File: src/hw/rtl/great_circle_distance_core_macros.svh
`ifndef GREAT_CIRCLE_DISTANCE_CORE_MACROS_SVH
`define GREAT_CIRCLE_DISTANCE_CORE_MACROS_SVH

// Checks a property on the rising edge of clk, ignored while reset is low.
`define GCD_ASSERT(lbl, prop, msg) \
  lbl: assert property (@(posedge clk) disable iff (!rst_n) prop) else $error(msg);

// Checks that a signal keeps its value in the cycle after a condition.
`define GCD_ASSERT_HOLD(lbl, cond, sig, msg) \
  lbl: assert property (@(posedge clk) disable iff (!rst_n) (cond) |=> $stable(sig)) \
    else $error(msg);

`endif

File: src/hw/rtl/gcd_pkg.sv
`timescale 1ns / 1ps

package gcd_pkg;

  localparam int CORDIC_STEPS = 32;
  localparam int SQRT_STEPS   = 31;
  localparam int STEP_W       = 6;
  localparam int ROOT_W       = 5;

  localparam logic signed [25:0] DEG_FULL    = 26'sd23592960;
  localparam logic signed [25:0] DEG_HALF    = 26'sd11796480;
  localparam logic signed [25:0] DEG_QUARTER = 26'sd5898240;
  localparam logic signed [48:0] RAD_PER_DEG = 49'sd18740330;
  localparam logic signed [33:0] CORDIC_START = 34'sd652032874;
  localparam logic signed [34:0] HALF_PI_Q30  = 35'sd1686629713;
  localparam logic signed [34:0] ONE_Q30      = 35'sd1073741824;
  localparam logic [21:0] RADIUS_RESET = 22'd1630979;
  localparam logic [23:0] DIST_MAX     = 24'hFFFFFF;

  typedef struct packed {
    logic signed [23:0] r;
    logic               neg;
  } fold_t;

  typedef struct packed {
    logic signed [33:0] x;
    logic signed [33:0] y;
    logic signed [33:0] z;
    logic               neg;
  } rot_t;

  typedef struct packed {
    logic signed [33:0] x;
    logic signed [33:0] y;
    logic signed [33:0] z;
  } vec_t;

  typedef struct packed {
    logic [60:0]        v;
    logic [61:0]        res;
    logic signed [31:0] t;
  } root_t;

  function automatic logic [29:0] atan_q30(input logic [STEP_W-1:0] i);
    logic [29:0] a;
    case (i)
      6'd0:    a = 30'd843314856;
      6'd1:    a = 30'd497837829;
      6'd2:    a = 30'd263043836;
      6'd3:    a = 30'd133525158;
      6'd4:    a = 30'd67021686;
      6'd5:    a = 30'd33543515;
      6'd6:    a = 30'd16775850;
      6'd7:    a = 30'd8388437;
      6'd8:    a = 30'd4194282;
      6'd9:    a = 30'd2097149;
      6'd10:   a = 30'd1048575;
      6'd11:   a = 30'd524287;
      6'd12:   a = 30'd262143;
      6'd13:   a = 30'd131071;
      6'd14:   a = 30'd65535;
      6'd15:   a = 30'd32767;
      6'd16:   a = 30'd16383;
      6'd17:   a = 30'd8191;
      6'd18:   a = 30'd4095;
      6'd19:   a = 30'd2047;
      6'd20:   a = 30'd1023;
      6'd21:   a = 30'd511;
      6'd22:   a = 30'd255;
      6'd23:   a = 30'd127;
      6'd24:   a = 30'd63;
      6'd25:   a = 30'd31;
      6'd26:   a = 30'd15;
      6'd27:   a = 30'd7;
      6'd28:   a = 30'd3;
      6'd29:   a = 30'd1;
      default: a = 30'd0;
    endcase
    return a;
  endfunction

  // Reduces an angle to [-180, 180) degrees and then folds it into [-90, 90],
  // flagging the half turn so that sine and cosine can be negated afterwards.
  function automatic fold_t fold_deg(input logic signed [25:0] v);
    logic signed [25:0] m;
    logic signed [25:0] f;
    fold_t              o;
    m = v;
    if (v >= DEG_HALF) begin
      m = v - DEG_FULL;
    end else if (v < -DEG_HALF) begin
      m = v + DEG_FULL;
    end
    o.neg = 1'b0;
    f = m;
    if (m > DEG_QUARTER) begin
      f = m - DEG_HALF;
      o.neg = 1'b1;
    end else if (m < -DEG_QUARTER) begin
      f = m + DEG_HALF;
      o.neg = 1'b1;
    end
    o.r = f[23:0];
    return o;
  endfunction

endpackage

File: src/hw/rtl/gcd_rot_cell.sv
`timescale 1ns / 1ps

module gcd_rot_cell import gcd_pkg::*; (
  input  logic              clk,
  input  logic              en,
  input  logic [STEP_W-1:0] idx,
  input  rot_t              d_in,
  output rot_t              d_out
);

  rot_t               d_nxt;
  rot_t               d_r;
  logic signed [33:0] dx;
  logic signed [33:0] dy;
  logic signed [33:0] at;

  always_comb begin
    dx = d_in.y >>> idx;
    dy = d_in.x >>> idx;
    at = $signed({4'b0, atan_q30(idx)});
    d_nxt = d_in;
    if (d_in.z >= 0) begin
      d_nxt.x = d_in.x - dx;
      d_nxt.y = d_in.y + dy;
      d_nxt.z = d_in.z - at;
    end else begin
      d_nxt.x = d_in.x + dx;
      d_nxt.y = d_in.y - dy;
      d_nxt.z = d_in.z + at;
    end
  end

  always_ff @(posedge clk) begin
    if (en) begin
      d_r <= d_nxt;
    end
  end

  assign d_out = d_r;

endmodule

File: config.mk
export PLATFORM = sky130hd
export DESIGN_NAME = gcd_rot_cell
export DESIGN_NICKNAME = d
export VERILOG_FILES = /design/src/hw/rtl/great_circle_distance_core_macros.svh /design/src/hw/rtl/gcd_pkg.sv /design/src/hw/rtl/gcd_rot_cell.sv
export SDC_FILE = /design/constraint.sdc
export NUM_CORES = 1
export LEC_CHECK = 0
export BUFFER_PORTS_ARGS = -buffer_cell sky130_fd_sc_hd__buf_4
export CAP_MARGIN = 0
export CELL_PAD_IN_SITES_DETAIL_PLACEMENT = 1
export CELL_PAD_IN_SITES_GLOBAL_PLACEMENT = 1
export CORE_AREA = 2 2 187 189
export CTS_BUF_LIST = sky130_fd_sc_hd__clkbuf_4
export CTS_CLUSTER_SIZE = 28
export DETAILED_ROUTE_END_ITERATION = 16
export DIE_AREA = 0 0 189 191
export PLACE_DENSITY = 0.92
export SETUP_SLACK_MARGIN = 0.02
export SLEW_MARGIN = 20
export SYNTH_ARGS = -nofsm -noshare
export SYNTH_HDL_FRONTEND = slang
export SYNTH_SLANG_ARGS = --single-unit
File: constraint.sdc
create_clock -name clk -period 7.36 [get_ports clk]
set_input_delay 0 -clock clk [delete_from_list [all_inputs] [get_ports clk]]
set_output_delay 0 -clock clk [all_outputs]
set_load 0.02 [all_outputs]
* Word-level counts from Yosys, hierarchy flattened
Memories as Yosys holds them, arrays and structs flattened.
Cells that the tools add are included.
** Word-level totals
- Bits in read-only memories :: 960
- Logic and storage cells :: 16
- Memories :: 1
- Output and inout bits :: 103
- Register bits :: 103
** Cells by class
- $add $sub $neg :: 6
- $lt $le $gt $ge :: 1
- Shift operators :: 2
- Multiplexer cells :: 2
** Memories
- (no name shown) :: words 32, width 30, read ports 1, clocked after memory_dff 0, write ports 0, RTL line gcd_pkg.sv:46 : case (i)
** Operators by type and width (number)
- $mux W102 :: 1
- $add A34 B34 Y34 :: 2
- $sshr A34 B6 Y34 :: 2
- $sub A34 B34 Y34 :: 2
- $add A34 B31 Y34 :: 1
- $ge A34 B1 Y1 const B :: 1
- $sub A34 B31 Y34 :: 1
- $mux W30 :: 1

* Logic depth before layout (Yosys ltp)
An unclocked memory read counts as a cell.
- Depth after elaboration :: 4
- Depth in mapped cells :: 29
- Mapped depth without buffers :: 22

* Least setup slack after synthesis
OpenSTA, ideal clock, no wires.
- Path kind :: input to register
- Start point :: input idx[0]
- End point :: register d_r (netlist bit d_out[30]) (data pin)
- Library setup time :: 272 ps
- Path slack :: 1762 ps
- Cell stages on the path :: 27
- Required time :: 7088 ps
- Arrival time :: 5326 ps
- Buffers on the path :: 7
- Cell sequence :: buf_6 buf_12 buf_6 buf_4 buf_4 buf_4 inv_1 ha_1 a21oi_1 o22ai_1 a221o_1 and3_1 and3_1 and3_1 a31oi_1 buf_2 xor2_1 ha_1 and3_1 and2_1 o21ai_0 a21oi_1 o21bai_1 a221o_1 a31o_2 and4b_1 or4_1
** RTL lines
- from (decl) :: RTL line gcd_rot_cell.sv:6 : input logic [STEP_W-1:0] idx,
- to (signal assigned) :: RTL line gcd_rot_cell.sv:35 : d_r <= d_nxt;
- to (decl) :: RTL line gcd_rot_cell.sv:12 : rot_t d_r;

==> flow_metrics.tcl <==
set metrics [dict create \
    ys.flop_type "edfxtp_1" \
    die-area_mm2 0.0361 \
    final_area_mm2 0.0176 \
    drv_slew 0 \
    synth-seq-cells 103 \
    dpl_cell_area_mm2 0.0172 \
    globalplace.congestion 1.02 \
    grt_start_max_net_pins 91 \
    rsz0062_at_grt "no" \
    nets 2120 \
    path_cells "buf_4, inv_2, mux4_2, a211oi_1, o41ai_2, ha_1, nand4b_1, nand4b_1, or3_1, nand2_1, xnor2_1, ha_1, o21a_1, o211ai_1, nor2_1, o211a_1, o31ai_1, o21ai_0, nor3_1, o21bai_1, a21oi_1, xnor2_1" \
    start_util_pct 44.6 \
    cp-endpoint "d_out[67]$_DFFE_PP_" \
    yosysSeqAreaShare_pct 20.3 \
    synth.cell_area_mm2 0.0152 \
    drt_iter0_markers 1292 \
    chipHeight_um 191 \
    place_ws_ns 0.592 \
    worst-path-stages 22 \
    path_clk_slew_ns 0.16 \
    peakVddDrop_v 0.000102 \
    total_power_mw 3.26 \
    crit_type "in -> reg" \
    antenna_found_initial 2 \
    setup_tns_ns 0 \
    outcome "finished clean" \
    wl_um 63700 \
    pwr_density_cell_mw_per_mm2 185 \
    cp_slowest_stage_delay_ns 0.77 \
    post-route-drc-count 0 \
    die_w_um 189 \
    layout_commonest_cell "buf_4" \
    startpoint_type "input port" \
    viasPerCell 6.62 \
    io_buffers 213 \
    cts_made_buffers 9 \
    period_minus_slack_ns 6.37 \
    cp-end-kind "flip-flop" \
    dpl.hpwl_um 49100 \
    clockBufferDepth 2 \
    period_share_pct 86.6 \
    worstPathMaxFanout 60 \
    yosysWarningCount 0 \
    coreArea_mm2 0.0341 \
    postSynthNetCount 1928 \
    cp_slowest_cell "o41ai_2" \
    area.sequential_mm2 0.00309 \
    setup_ws_ns 0.988 \
    grt_pass1_vias 16000 \
    drv_cap 0 \
    dp.cells 2310 \
    crit_family "compound AO/OA/AOI/OAI gates" \
    layoutNonFillerInstCount 2357 \
    cts.sinks 103 \
    n_fill_cell 3989 \
    worstSetupStartpoint "idx[1]" \
    overflow 0 \
    fp-row-count 68 \
    setup_viol 0 \
    path_buf_inv 2 \
    ctsHtreeMaxLevel 3 \
    multi_input_area_mm2 0.0115 \
    vias 15600 \
    hold_path.class "in -> reg" \
    grt_pass1_wl_um 97600 \
    synth_area_per_cell_um2 8.94 \
    tightestPinTransition_ns 1.21 \
    ioPinCount 214 \
    cts.repair.resized 0 \
    grt_use_total_pct 35.1 \
    worst-endpoint-required_ns 7.68 \
    largest_reg_flops 103 \
    post_drt_wl_per_cell_um 27.0 \
    leakage_nw 7.27 \
    synth-async-reset-ratio_pct 0 \
    drtAntennaViolNets 0 \
    worstHoldStart "d_in[31]" \
    syn_inst 1704 \
    max_freq_ghz 0.157 \
    layout_common_cells "buf_4, nand2_1, nor2_1" \
    syn_to_final_growth_pct 15.8 \
    slew_headroom_pct 19.0 \
    dr.pass1.iters 7 \
    root_buffer "clkbuf_4" \
    hold_violations 0 \
    synth_edf_count 103 \
    drive_gt1_share_pct 21.5 \
    worstPathArrival_ns 6.69 \
    cts_tree "done" \
    synth_cell_types 101 \
]
report_power, final:
group          switching, mW  internal (mW)
combinational           1.20          0.829
sequential            0.0446          0.861
clock                  0.215          0.108
synth_stat cells, drive strengths merged, types with 34 or more instances:
| cell | instances | share of area (%) |
|---|---|---|
| a21o | 55 | 2.7 |
| a21oi | 113 | 3.7 |
| buf | 49 | 2.0 |
| clkbuf | 43 | 1.1 |
| edfxtp | 103 | 20 |
| ha | 110 | 9.0 |
| inv | 46 | 1.1 |
| mux2 | 34 | 2.6 |
| mux2i | 70 | 4.6 |
| mux4 | 68 | 10 |
| nand2 | 147 | 3.6 |
| nand3 | 49 | 1.6 |
| nor2 | 116 | 2.9 |
| o21ai | 116 | 3.9 |
| xnor2 | 110 | 6.3 |
| xor2 | 67 | 3.9 |
worst min path at each step:
stage	endpoint	slack, ns	cells past startpoint
6_report	d_out[31]$_DFFE_PP_	0.01	3
5_1_grt	d_out[31]$_DFFE_PP_	0.004	3
4_1_cts	d_out[31]$_DFFE_PP_	0.001	3
3_5_place_dp	d_out[0]$_DFFE_PP_	0.18	1
3_3_place_gp	d_out[0]$_DFFE_PP_	0.18	1
2_1_floorplan	d_out[0]$_DFFE_PP_	0.1	0
cell families after synthesis:
kind of cell	after synthesis	synth area share, %
AO/OA/AOI/OAI	519	22.9
AND/OR/NAND/NOR	480	15.5
XOR/XNOR	177	10.2
multiplexers	172	17.3
buffers and inverters	140	4.26
adder cells (fa/ha/maj)	113	9.43
flip-flops	103	20.3
final cells by class:
cell class	instances	area share [%]
inverter	48	1.02
clock buffer	11	0.468
antenna	2	0.0284
tap	455	3.23
clock inverter	4	0.270
multi-input combinational	1461	65.3
timing repair buffer	273	12.1
sequential	103	17.5
per-layer routing:
metal  vias to the layer above  global-route usage, %  part of all wire [%]
li1                       6899                      -                     -
met1                      7742                   44.7                    40
met2                       779                   58.1                    46
met3                       180                   5.67                   8.3
met4                         0                   16.9                   5.1
met5                         -                      0                     0
what timing repair did:
action	4_1_cts	5_1_grt
hold endpoints to repair	64	0
setup buffers	0	0
hold buffers	30	0
through the flow:
step,hold slack [ns],util (%)
floorplan,0.0989,-
global placement,0.178,50.4
detailed placement,0.180,50.4
CTS,0.000985,51.7
global route,0.00428,51.7
finish,0.0132,51.7
Note: power is estimated with default switching activity, not from simulation.
