<file path="src/hw/rtl/great_circle_distance_core_macros.svh">
`ifndef GREAT_CIRCLE_DISTANCE_CORE_MACROS_SVH
`define GREAT_CIRCLE_DISTANCE_CORE_MACROS_SVH

// Checks a property on the rising edge of clk, ignored while reset is low.
`define GCD_ASSERT(lbl, prop, msg) \
  lbl: assert property (@(posedge clk) disable iff (!rst_n) prop) else $error(msg);

// Checks that a signal keeps its value in the cycle after a condition.
`define GCD_ASSERT_HOLD(lbl, cond, sig, msg) \
  lbl: assert property (@(posedge clk) disable iff (!rst_n) (cond) |=> $stable(sig)) \
    else $error(msg);

`endif

</file>
<file path="src/hw/rtl/gcd_pkg.sv">
`timescale 1ns / 1ps

package gcd_pkg;

  localparam int CORDIC_STEPS = 32;
  localparam int SQRT_STEPS   = 31;
  localparam int STEP_W       = 6;
  localparam int ROOT_W       = 5;

  localparam logic signed [25:0] DEG_FULL    = 26'sd23592960;
  localparam logic signed [25:0] DEG_HALF    = 26'sd11796480;
  localparam logic signed [25:0] DEG_QUARTER = 26'sd5898240;
  localparam logic signed [48:0] RAD_PER_DEG = 49'sd18740330;
  localparam logic signed [33:0] CORDIC_START = 34'sd652032874;
  localparam logic signed [34:0] HALF_PI_Q30  = 35'sd1686629713;
  localparam logic signed [34:0] ONE_Q30      = 35'sd1073741824;
  localparam logic [21:0] RADIUS_RESET = 22'd1630979;
  localparam logic [23:0] DIST_MAX     = 24'hFFFFFF;

  typedef struct packed {
    logic signed [23:0] r;
    logic               neg;
  } fold_t;

  typedef struct packed {
    logic signed [33:0] x;
    logic signed [33:0] y;
    logic signed [33:0] z;
    logic               neg;
  } rot_t;

  typedef struct packed {
    logic signed [33:0] x;
    logic signed [33:0] y;
    logic signed [33:0] z;
  } vec_t;

  typedef struct packed {
    logic [60:0]        v;
    logic [61:0]        res;
    logic signed [31:0] t;
  } root_t;

  function automatic logic [29:0] atan_q30(input logic [STEP_W-1:0] i);
    logic [29:0] a;
    case (i)
      6'd0:    a = 30'd843314856;
      6'd1:    a = 30'd497837829;
      6'd2:    a = 30'd263043836;
      6'd3:    a = 30'd133525158;
      6'd4:    a = 30'd67021686;
      6'd5:    a = 30'd33543515;
      6'd6:    a = 30'd16775850;
      6'd7:    a = 30'd8388437;
      6'd8:    a = 30'd4194282;
      6'd9:    a = 30'd2097149;
      6'd10:   a = 30'd1048575;
      6'd11:   a = 30'd524287;
      6'd12:   a = 30'd262143;
      6'd13:   a = 30'd131071;
      6'd14:   a = 30'd65535;
      6'd15:   a = 30'd32767;
      6'd16:   a = 30'd16383;
      6'd17:   a = 30'd8191;
      6'd18:   a = 30'd4095;
      6'd19:   a = 30'd2047;
      6'd20:   a = 30'd1023;
      6'd21:   a = 30'd511;
      6'd22:   a = 30'd255;
      6'd23:   a = 30'd127;
      6'd24:   a = 30'd63;
      6'd25:   a = 30'd31;
      6'd26:   a = 30'd15;
      6'd27:   a = 30'd7;
      6'd28:   a = 30'd3;
      6'd29:   a = 30'd1;
      default: a = 30'd0;
    endcase
    return a;
  endfunction

  // Reduces an angle to [-180, 180) degrees and then folds it into [-90, 90],
  // flagging the half turn so that sine and cosine can be negated afterwards.
  function automatic fold_t fold_deg(input logic signed [25:0] v);
    logic signed [25:0] m;
    logic signed [25:0] f;
    fold_t              o;
    m = v;
    if (v >= DEG_HALF) begin
      m = v - DEG_FULL;
    end else if (v < -DEG_HALF) begin
      m = v + DEG_FULL;
    end
    o.neg = 1'b0;
    f = m;
    if (m > DEG_QUARTER) begin
      f = m - DEG_HALF;
      o.neg = 1'b1;
    end else if (m < -DEG_QUARTER) begin
      f = m + DEG_HALF;
      o.neg = 1'b1;
    end
    o.r = f[23:0];
    return o;
  endfunction

endpackage

</file>
<file path="src/hw/rtl/gcd_vec_cell.sv">
`timescale 1ns / 1ps

module gcd_vec_cell import gcd_pkg::*; (
  input  logic              clk,
  input  logic              en,
  input  logic [STEP_W-1:0] idx,
  input  vec_t              d_in,
  output vec_t              d_out
);

  vec_t               d_nxt;
  vec_t               d_r;
  logic signed [33:0] dx;
  logic signed [33:0] dy;
  logic signed [33:0] at;

  always_comb begin
    dx = d_in.y >>> idx;
    dy = d_in.x >>> idx;
    at = $signed({4'b0, atan_q30(idx)});
    if (d_in.y > 0) begin
      d_nxt.x = d_in.x + dx;
      d_nxt.y = d_in.y - dy;
      d_nxt.z = d_in.z + at;
    end else begin
      d_nxt.x = d_in.x - dx;
      d_nxt.y = d_in.y + dy;
      d_nxt.z = d_in.z - at;
    end
  end

  always_ff @(posedge clk) begin
    if (en) begin
      d_r <= d_nxt;
    end
  end

  assign d_out = d_r;

endmodule

</file>
<file path="config.mk">
export PLATFORM = sky130hd
export DESIGN_NAME = gcd_vec_cell
export DESIGN_NICKNAME = d
export VERILOG_FILES = /design/src/hw/rtl/great_circle_distance_core_macros.svh /design/src/hw/rtl/gcd_pkg.sv /design/src/hw/rtl/gcd_vec_cell.sv
export SDC_FILE = /design/constraint.sdc
export NUM_CORES = 1
export LEC_CHECK = 0
export BUFFER_PORTS_ARGS = -buffer_cell sky130_fd_sc_hd__buf_2
export CORE_MARGIN = 2
export CORE_UTILIZATION = 30
export CTS_CLUSTER_SIZE = 30
export DETAILED_ROUTE_END_ITERATION = 16
export HOLD_SLACK_MARGIN = 0.03
export PLACE_DENSITY = 0.49
export SYNTH_ARGS = -nofsm -noshare
export SYNTH_HDL_FRONTEND = slang
export SYNTH_SLANG_ARGS = --single-unit
</file>
<file path="constraint.sdc">
create_clock -name clk -period 5.9 [get_ports clk]
set_input_delay 0 -clock clk [delete_from_list [all_inputs] [get_ports clk]]
set_output_delay 0 -clock clk [all_outputs]
set_load 0.01 [all_outputs]
</file>
# After elaboration in Yosys (flattened, before gate mapping)

Memories as Yosys holds them, arrays and structs flattened.
Cells that the tools add are included.

Add/sub/neg operators: 6
Order comparisons: 1
Shift-type cells: 2
Mux-type cells: 2

Operators by type and width:

| operator                                                                         | number |
|---|---|
| 102-bit two-way mux                                                              | 1 |
| 34-bit adder                                                                     | 2 |
| 34-bit by 6-bit >>> shifter with 34-bit output                                   | 2 |
| 34-bit subtractor                                                                | 2 |
| 34-bit by 31-bit adder with 34-bit output                                        | 1 |
| 34-bit by 1-bit greater-than comparator with 1-bit output, second input constant | 1 |
| 34-bit by 31-bit subtractor with 34-bit output                                   | 1 |
| 30-bit two-way mux                                                               | 1 |

Bits in registers: 102
Bits in read-only memories: 960
Bits of input ports: 110
Output and inout bits: 102
Logic and storage cells: 15
Memories kept: 1

Memory list:

| name             | depth | width | read ports | clocked after Yosys merged registers in | wr ports | line          | RTL |
|---|---|---|---|---|---|---|---|
| (name not given) | 32    | 30    | 1          | 0                                       | 0        | gcd_pkg.sv:46 | `case (i)` |

# Longest topological paths before layout

An unclocked memory read counts as a cell.

Depth after elaboration: 4
Mapped depth: 29
Depth with buffers taken out: 22

# Worst setup path after synthesis

No wires, ideal clock.

Path kind: input -> register
From: input port idx[1]
To: register d_r (netlist bit d_out[33]) (data pin)
Setup time: 270 ps
Arrival time: 5475 ps
Required time: 5630 ps
Path slack: 155 ps
Cell stages on the path: 24
Buffers on the path: 4
Cell sequence: buf_4 inv_2 buf_2 buf_1 ha_1 a21o_1 a221oi_1 nor2b_1 nand4_1 inv_1 a31oi_1 clkbuf_1 xor2_1 ha_1 a21oi_1 o21bai_1 a21oi_1 o21ai_0 a21oi_1 o21ai_0 a2111oi_0 nor4_1 o211ai_1 or3b_2

RTL lines:

| item                   | line               | RTL |
|---|---|---|
| start: declaration     | gcd_vec_cell.sv:6  | `input logic [STEP_W-1:0] idx,` |
| end signal: assignment | gcd_vec_cell.sv:34 | `d_r <= d_nxt;` |
| end: declaration       | gcd_vec_cell.sv:12 | `vec_t d_r;` |

==> qor.yml <==
outcome: "finished, final reports clean"
path_buf_inv: 3
hold_viol: 0
yosysSeqAreaShare: 0.187
ys_ff_latch: 102
startpoint: "idx[0]"
hold_path_class: "in -> reg"
synth_most_common_cell: "nand2_1"
drc: 0
final-max-slew-violation-count: 0
std_cell_rows: 85
vias_per_cell: 5.80
initial_core_util: 0.304
synth_ff_type: "edfxtp_1"
synthTopCellsByCount: "nand2_1, a21oi_1, nor2_1, ha_1, o21ai_0"
gp_congestion: 0.946
cp_top_family: "compound AO/OA/AOI/OAI gates"
finalCritPeriodShare: 0.948
max_stage_delay_ns: 0.41
place_worst_setup_slack_ns: -0.317
htreeDepth: 3
antenna_found_initial: 1
worst_slack_ns: 0.307
die_x_um: 238
combPwrFrac: 0.579
power.share.sequential: 0.256
path_max_fanout: 30
drive_gt1_frac: 0.283
synthArstFlopShare: 0
detail_route.first_pass.iterations: 7
met3_usage: 0.0490
top_usage_layer: "met2"
fin_util: 0.369
gr-usage-met1: 0.312
syn_to_final_growth_pct: 21.3
path_cells: "buf_6 -> buf_16 -> buf_4 -> mux2i_1 -> o22a_1 -> a21oi_1 -> a211oi_2 -> o211ai_1 -> or2_1 -> and3b_2 -> o2111ai_2 -> o41ai_2 -> xnor2_1 -> ha_1 -> a21o_1 -> a21o_1 -> o311ai_0 -> a31oi_1 -> o21ai_0 -> a221o_1 -> a211o_1 -> nand2_1 -> o31ai_1 -> xnor2_1"
drtAntennaViolNets: 0
endpoint_kind: "flip-flop"
intPower_w: 0.00256
whs_path_depth: 4
grt-ovfl-total: 0
final_nets: 2387
max_slew_margin: 0.120
maxCapViolCount: 0
max_freq_mhz: 179
cts_buffer_depth: 2
p_leak_nw: 8.35
synth.distinct_cells: 100
coreArea_um2: 53900
die_y_um: 238
portBuffers: 211
grtUsageMet2: 0.381
seqCellArea_um2: 3060
clockPowerShare: 0.165
cp-endpoint: "d_out[101]$_DFFE_PP_"
swShare: 0.405
cts_made_buffers: 9
netlist_instances: 1826
totalPowerFinal_w: 0.00430
synthesis.nets: 2049
cts_num_sinks: 102
ir_drop_mv: 0.173
powerDensity_nw_per_um2: 216
die_area_um2: 56500
num_vias: 16600
crit_cells: 24
io_pins: 212
clkTransAtPathRegs_ns: 0.07
ys_top_cells_by_area: "edfxtp_1, mux4_2, ha_1"
grt_pass1_wl_um: 101000
n_fill_cell: 5576
synth-edff-count: 102
setup_violations: 0
tritoncts: "built"
hp-start: "d_in[0]"
arrival_ns: 5.75
yosys.area.top_type: "edfxtp_1"
synth_warnings: 0
routedWlPerCell_um: 23.7
cts-root-buf: "clkbuf_16"
wl_um: 68000
cts_setup_buffers: 0
avgSynthCellArea_um2: 8.98
synthesis.area_um2: 16400
grt_pass1_vias: 16000
grt_usage: 0.236
p_switching_w: 0.00174
layout_min_cycle_time_ns: 5.59
multiInputGateArea_um2: 12500
drtIter0Drc: 1508
worst_pin_slew_ns: 1.30
largest_reg_flops: 102
yosys.area.top_type_share: 0.187
start_kind: "input port"
required_ns: 6.05
hold_slack_ns: 0.0622
grt_max_degree: 60
worstSetupPathType: "in -> reg"
hpwl_um: 54400
slowest_stage: "mux2i_1"
-- routing by layer --
metal | part of all wire | vias to the layer above
li1 | - | 7694
met4 | 0.033 | 0
met5 | 0 | -
met3 | 0.079 | 128
met2 | 0.46 | 749
met1 | 0.43 | 8047
-- how the worst min path moves through the flow --
stage                         end
2_1_floorplan  d_out[0]$_DFFE_PP_
3_3_place_gp            d_out[26]
3_5_place_dp            d_out[29]
4_1_cts        d_out[0]$_DFFE_PP_
5_1_grt        d_out[0]$_DFFE_PP_
6_report       d_out[0]$_DFFE_PP_
-- cell type report --
| cell class | instances | share of cell area |
|---|---|---|
| Sequential cell | 102 | 0.154 |
| Timing Repair Buffer | 432 | 0.143 |
| Clock inverter | 7 | 0.00566 |
| Clock buffer | 9 | 0.0113 |
| Antenna cell | 2 | 0.000252 |
| Multi-Input combinational cell | 1558 | 0.630 |
| Inverter | 61 | 0.0115 |
| Tap cell | 696 | 0.0438 |
-- cells by family after synthesis --
logic type | count (synthesis) | synth area share
buf+inv | 166 | 0.0520
compound gates | 522 | 0.212
fa+ha+maj | 113 | 0.0876
flops | 102 | 0.187
simple gates | 557 | 0.175
xor+xnor | 166 | 0.0887
mux | 200 | 0.198
-- stage by stage --
stage | setup TNS, ns | instance area [µm²] | cells
2_1_floorplan | 0 | 16400 | 1826
3_3_place_gp | -0.467 | 19500 | 2847
3_5_place_dp | -0.858 | 19500 | 2847
4_1_cts | 0 | 19800 | 2864
5_1_grt | -0.00407 | 19900 | 2865
6_report | 0 | 19900 | 2867
-- what timing repair did --
item | in CTS | in global routing
gates resized for setup | 0 | 11
endpoints found under the hold margin | 1 | 0
hold buffers | 1 | 0
endpoints found under the setup margin | 0 | 9
-- power by group through the flow --
stage          Clock [W]  Sequential, W  Combinational [W]
2_1_floorplan          0        0.00122            0.00143
3_3_place_gp           0        0.00112            0.00244
3_5_place_dp           0        0.00112            0.00245
4_1_cts         0.000734        0.00111            0.00247
5_1_grt         0.000757        0.00112            0.00270
6_report        0.000709        0.00110            0.00249
-- cells in the final DEF, fill, tap and decap left out, types with 15 or more instances in the layout --
cell / n
and2_1: 22
xnor2_1: 101
nand2b_1: 21
buf_2: 207
a31oi_1: 21
mux2i_1: 78
inv_1: 59
o211ai_1: 16
o21ai_0: 109
ha_1: 110
o21a_1: 23
edfxtp_1: 102
and3_1: 15
mux2_2: 25
xor2_1: 65
mux4_1: 15
nor2b_1: 28
nand2_1: 160
a21oi_1: 129
nand3_1: 47
o22ai_1: 16
buf_4: 214
mux4_2: 77
a21o_1: 47
nand4_1: 20
nor2_1: 122
nor3_1: 41
Note: power is estimated with default switching activity, not from simulation.
